$ cat src/sv/tabl_pkg.sv
// Package for the three-axis biquad low-pass filter.
// Holds the coefficient width, the register index codes and the coefficient bundle.
// Used by the interfaces, the configuration registers, the axis filter and the top level.
package tabl_pkg;

  // Coefficients are signed Q2.22 words.
  localparam int unsigned COEF_W = 24;

  // Width of the configuration register index.
  localparam int unsigned CFG_IDX_W = 2;

  // Configuration register indexes.
  typedef enum logic [CFG_IDX_W-1:0] {
    REG_B0 = 2'd0,
    REG_A1 = 2'd1,
    REG_A2 = 2'd2
  } cfg_reg_e;

  // Coefficient set shared by all three axes.
  typedef struct packed {
    logic signed [COEF_W-1:0] b0;
    logic signed [COEF_W-1:0] a1;
    logic signed [COEF_W-1:0] a2;
  } coef_t;

endpackage

$ cat src/sv/tabl_if.sv


// Configuration write channel: register index and write data.
interface tabl_cfg_if
  import tabl_pkg::*;
();
  logic                 valid;
  logic                 ready;
  logic [CFG_IDX_W-1:0] reg_index;
  logic [COEF_W-1:0]    wdata;

  modport source (output valid, output reg_index, output wdata, input ready);
  modport sink   (input valid, input reg_index, input wdata, output ready);
endinterface

$ cat src/sv/tabl_cfg.sv
// Coefficient registers of the three-axis biquad low-pass filter.
// Depends on tabl_pkg and the tabl_cfg_if interface.
module tabl_cfg
  import tabl_pkg::*;
(
  input  logic       clk_i,
  input  logic       rst_ni,
  tabl_cfg_if.sink   cfg_i,
  output coef_t      coef_o
);

  coef_t coef_q;
  coef_t coef_d;

  // Writes are always taken; an unknown index leaves the registers alone.
  assign cfg_i.ready = 1'b1;

  always_comb begin
    coef_d = coef_q;
    if (cfg_i.valid) begin
      case (cfg_i.reg_index)
        REG_B0:  coef_d.b0 = cfg_i.wdata;
        REG_A1:  coef_d.a1 = cfg_i.wdata;
        REG_A2:  coef_d.a2 = cfg_i.wdata;
        default: coef_d = coef_q;
      endcase
    end
  end

  always_ff @(posedge clk_i or negedge rst_ni) begin
    if (!rst_ni) begin
      coef_q <= '0;
    end else begin
      coef_q <= coef_d;
    end
  end

  assign coef_o = coef_q;

endmodule

$ cat src/flat_wrapper.sv
// flat-port wrapper written by rule: the top's interface ports become plain ports
module tabl_cfg_flat import tabl_pkg::*;
  (clk_i, rst_ni, coef_o, cfg_i_valid, cfg_i_reg_index, cfg_i_wdata, cfg_i_ready);
  tabl_cfg_if cfg_i_i ();
  input  logic clk_i;
  input  logic rst_ni;
  output coef_t coef_o;
  input wire logic [$bits(cfg_i_i.valid)-1:0] cfg_i_valid;
  input wire logic [$bits(cfg_i_i.reg_index)-1:0] cfg_i_reg_index;
  input wire logic [$bits(cfg_i_i.wdata)-1:0] cfg_i_wdata;
  output wire logic [$bits(cfg_i_i.ready)-1:0] cfg_i_ready;
  assign cfg_i_i.valid = cfg_i_valid;
  assign cfg_i_i.reg_index = cfg_i_reg_index;
  assign cfg_i_i.wdata = cfg_i_wdata;
  assign cfg_i_ready = cfg_i_i.ready;
  tabl_cfg u_core (.clk_i(clk_i), .rst_ni(rst_ni), .cfg_i(cfg_i_i), .coef_o(coef_o));
endmodule
$ cat config.mk
export PLATFORM = sky130hd
export DESIGN_NAME = tabl_cfg_flat
export DESIGN_NICKNAME = d
export VERILOG_FILES = /design/src/sv/tabl_pkg.sv /design/src/sv/tabl_if.sv /design/src/sv/tabl_cfg.sv /design/src/flat_wrapper.sv
export SDC_FILE = /design/constraint.sdc
export NUM_CORES = 1
export LEC_CHECK = 0
export ABC_AREA = 1
export BUFFER_PORTS_ARGS = -buffer_cell sky130_fd_sc_hd__buf_2
export CAP_MARGIN = 25
export CORE_ASPECT_RATIO = 0.75
export CORE_MARGIN = 2
export CORE_UTILIZATION = 49
export DETAILED_ROUTE_END_ITERATION = 8
export PLACE_DENSITY_LB_ADDON = 0.2
export SLEW_MARGIN = 10
export SYNTH_ARGS = -nofsm -noshare
export SYNTH_HDL_FRONTEND = slang
export SYNTH_SLANG_ARGS = --single-unit
export TNS_END_PERCENT = 30
$ cat constraint.sdc
create_clock -name clk_i -period 0.8 [get_ports clk_i]
set_input_delay 0.08 -clock clk_i [delete_from_list [all_inputs] [get_ports clk_i]]
set_output_delay 0.08 -clock clk_i [all_outputs]
set_load 0.02 [all_outputs]
After elaboration in Yosys (flattened, before gate mapping)
Cells that the tools add are included.
Widths: inputs -> output; s select.
Operators by class
  equality and inequality tests: 2
  reduce and logical (&&, ||, !) cells: 4
Operator list (number)
  $reduce_and 2->1: 3
  $eq 2x1->1 const B: 1
  $eq 2x2->1 const B: 1
  $logic_not 2->1: 1
Storage, ports and cells
  input port bits: 29
  output and inout port bits: 73
  bits in registers: 72
  word-level logic and storage cells: 9

Logic depth before layout (Yosys ltp)
  depth after elaboration: 2
  depth in mapped cells: 6
  mapped depth without buffers: 4

Least setup slack after synthesis
OpenSTA, ideal clock, no wires.
  path kind: input to register
  start point: input port cfg_i_reg_index[1]
  end point: register u_core.coef_q, in the netlist u_core.coef_o[51]
  buffers on the path: 2
  cell stages on the path: 6
  setup slack: -36 ps
  data arrival time: 719 ps
  setup time: 117 ps
  required time: 683 ps
  cell sequence: buf_4 -> nor2_8 -> nand2_2 -> buf_2 -> nand2_1 -> nand2_1
On the way
  longest elaborated chain between the ends: 2
Ends and longest elaborated chain
  start: declaration: RTL line flat_wrapper.sv:9  | input wire logic [$bits(cfg_i_i.reg_index)-1:0] cfg_i_reg_index;
  $logic_not 2->1: RTL line tabl_cfg.sv:21  | case (cfg_i.reg_index)
  $reduce_and 2->1 (no line)
  end signal: assignment: RTL line tabl_cfg.sv:34  | coef_q <= coef_d;
  end: declaration: RTL line tabl_cfg.sv:12  | coef_t coef_q;
No other way between the ends.
A chain may end at the register's enable or synchronous reset.

Final worst setup path
  start point: register u_core.coef_q, in the netlist u_core.coef_o[13]
  end point: output port coef_o[13] in the netlist's numbering
RTL lines
  end: declaration: RTL line flat_wrapper.sv:7  | output coef_t coef_o;
No word-level cell between the ends.

==> out/qor.yml <==
floorplanning:
  die_y_um: 71.3
  io_pins: 102
  start_util_pct: 50.8
  core_sq_um: 5830
  die_x_um: 93.7
  rows: 24
  die-area_sq_um: 6680
detailed_routing:
  detail_route.vias_per_cell: 5.29
  wirelength_um: 8190
  drc_errors: 0
  wire_per_inst_um: 15.2
  dr_total_vias: 2846
  drt_iter0_drc: 133
  dr.pass1.iters: 5
  postRouteAntennaNets: 0
clock_network:
  clock-sinks: 72
  h-tree-depth: 3
  root_buffer: "clkbuf_8"
  cts_buffer_depth: 2
  tritoncts: "yes"
  clk_latency_ns: 0.34
  numCtsBuffers: 9
  clk_pin_slew_ns: 0.07
power_and_ir_drop:
  p_leak_nw: 2.40
  peakVddDrop_mv: 1.55
  clock_power_share_pct: 27.9
  swShare_pct: 31.8
  p_switching_w: 0.00337
  combPwrFrac_pct: 28.6
  sequentialPowerShare_pct: 43.6
  p_int_w: 0.00724
  powerDensity_nw_per_um2: 2440
global_route:
  busiest_layer: "met2"
  met1_usage_pct: 35.3
  grt_max_degree: 73
  grt_pass1_wl_um: 13300
  grt_remaining_overflow: 0
  antenna_found_initial: 0
  grt_pass1_vias: 2705
  met2_usage_pct: 40.2
  grtUsageMet3_pct: 6.83
  grt_usage_pct: 25.7
worst_setup_path:
  crit_buf_inv: 1
  crit_type: "register to output port"
  crit_required_ns: 0.72
  rr_endpoint: "u_core.coef_o[62]$_DFFE_PN0P_"
  cp_top_family: "flip-flops"
  worstPathCellList: "buf_6"
  reg2reg_slack_ns: -0.08
  end_kind: "output port"
  max_stage_delay_ns: 0.41
  cp_max_fo: 2
  crit_start: "u_core.coef_o[13]$_DFFE_PN0P_"
  slowest_stage: "dfrtp_1"
  reg2regPathDepth: 4
  cp-start-kind: "register"
  timing.rr.start: "u_core.coef_o[62]$_DFFE_PN0P_"
  cp_data_arrival_time_ns: 0.90
timing:
  fmax_ghz: 1.02
  final.setup.worst_slack_ns: -0.180
  hold_violations: 0
  finalCriticalPeriod_ns: 0.980
  finalSetupViolations: 73
  fin_crit_sh_pct: 122
  drv_slew: 0
  rsz0062_at_grt: "true"
  hold-worst-slack_ns: 0.00295
  skew_ns: 0
synth:
  synth_top_area_cell: "dfrtp_1"
  synthCells: 322
  syn-num-nets: 351
  ys_warn_count: 0
  yosysSeqAreaShare_pct: 60.9
  yosys.area.top_type_share_pct: 60.9
  netlist_area_sq_um: 2960
  syn_area_per_cell_sq_um: 9.19
  synth_area_leaders: "dfrtp_1 (61%), nand2_1 (18%), nand4_1 (10%), nand3_1 (4.1%), buf_2 (3.4%)"
  ys_seq_elements: 72
  netlist-cell-type-count: 13
place:
  portBuffers: 100
  hpwl_um: 5170
  place_inst: 497
  place.gp.congestion: 0.817
  placed_cell_area_sq_um: 3680
  post-place-ws_ns: -0.108
layout:
  fillers: 443
  area_growth_pct: 47.1
  mostFrequentLayoutCells: "nand2_1 (144), dfrtp_1 (72), buf_2 (60)"
  antennaDiodeCount: 0
  postLayoutCellArea_sq_um: 4350
  largest_reg_flops: 72
  drive_gt1_share_pct: 35.0
  nets: 485
  instances_no_fill: 538
  final_common_cell: "nand2_1"
worst_hold_path:
  worstHoldPathType: "input port to register"
  hold_start: "cfg_i_wdata[10]"
  hold_end: "u_core.coef_o[58]$_DFFE_PN0P_"
  hold_path_depth: 3
run:
  drv_cap: 0
run_status:
  status: "finished with violations"
  violations: "setup timing"
synth_stat cells:
cell / number
nor2_8: 1
dfrtp_1: 72
conb_1: 1
nand2_2: 1
nand2_1: 144
nand4_1: 48
nand3_2: 2
buf_1: 3
nand3_1: 24
inv_2: 2
buf_4: 3
buf_2: 20
clkbuf_1: 1
area by class of cell:
cell class	count	area [sq um]	area share [%]
inverters	2	10.0	0.230
well taps	78	97.6	2.24
multi-input cells	221	1020	23.5
clock buffers	12	165	3.80
clock inverters	3	40.0	0.920
flip-flops and latches	72	1800	41.4
repair buffers	150	1210	27.9
kinds of logic (layout without fill, tap and decap cells):
logic type,count (synthesis),in the layout,share of synthesized area (%)
buffers and inverters,29,167,4.91
AND/OR/NAND/NOR,220,220,34.1
other,1,1,0.127
flip-flops,72,72,60.9
per-stage QoR:
| step | utilization [%] | total power [W] | TNS (ns) |
|---|---|---|---|
| 2_1_floorplan | - | 0.00598 | -0.743 |
| 3_3_place_gp | 63.1 | 0.00698 | -3.36 |
| 3_5_place_dp | 63.1 | 0.00703 | -4.47 |
| 4_1_cts | 71.4 | 0.0103 | -12.50 |
| 5_1_grt | 74.7 | 0.0111 | -13.94 |
| 6_report | 74.7 | 0.0106 | -11.67 |
power groups by stage:
stage	logic [W]	registers, W	clock network (W)
5_1_grt	0.00328	0.00468	0.00317
3_3_place_gp	0.00238	0.00460	0
6_report	0.00303	0.00462	0.00296
2_1_floorplan	0.000671	0.00531	0
3_5_place_dp	0.00243	0.00460	0
4_1_cts	0.00274	0.00458	0.00301
repair_timing:
item | 4_1_cts | 5_1_grt
setup buffers | 6 | 10
gates resized for setup | 42 | 38
setup endpoints to repair | 72 | 73
endpoints found under the hold margin | 82 | 0
hold buffers | 10 | 0
worst max path at each step:
stage                                               end  slack (ns)  cells past startpoint
after floorplan           u_core.coef_o[10]$_DFFE_PN0P_       -0.02                      6
after global routing                         coef_o[35]       -0.20                      1
final                                        coef_o[13]       -0.18                      1
after global placement    u_core.coef_o[69]$_DFFE_PN0P_       -0.08                      5
after CTS                                    coef_o[22]       -0.19                      1
after detailed placement  u_core.coef_o[52]$_DFFE_PN0P_       -0.11                      5
metal layers:
layer / vias up / part of all wire (%)
li1: 1337 / -
met1: 1380 / 42
met2: 118 / 49
met3: 11 / 7.0
met4: 0 / 1.2
met5: - / 0
No activity file was read; power rests on OpenSTA's default activity.
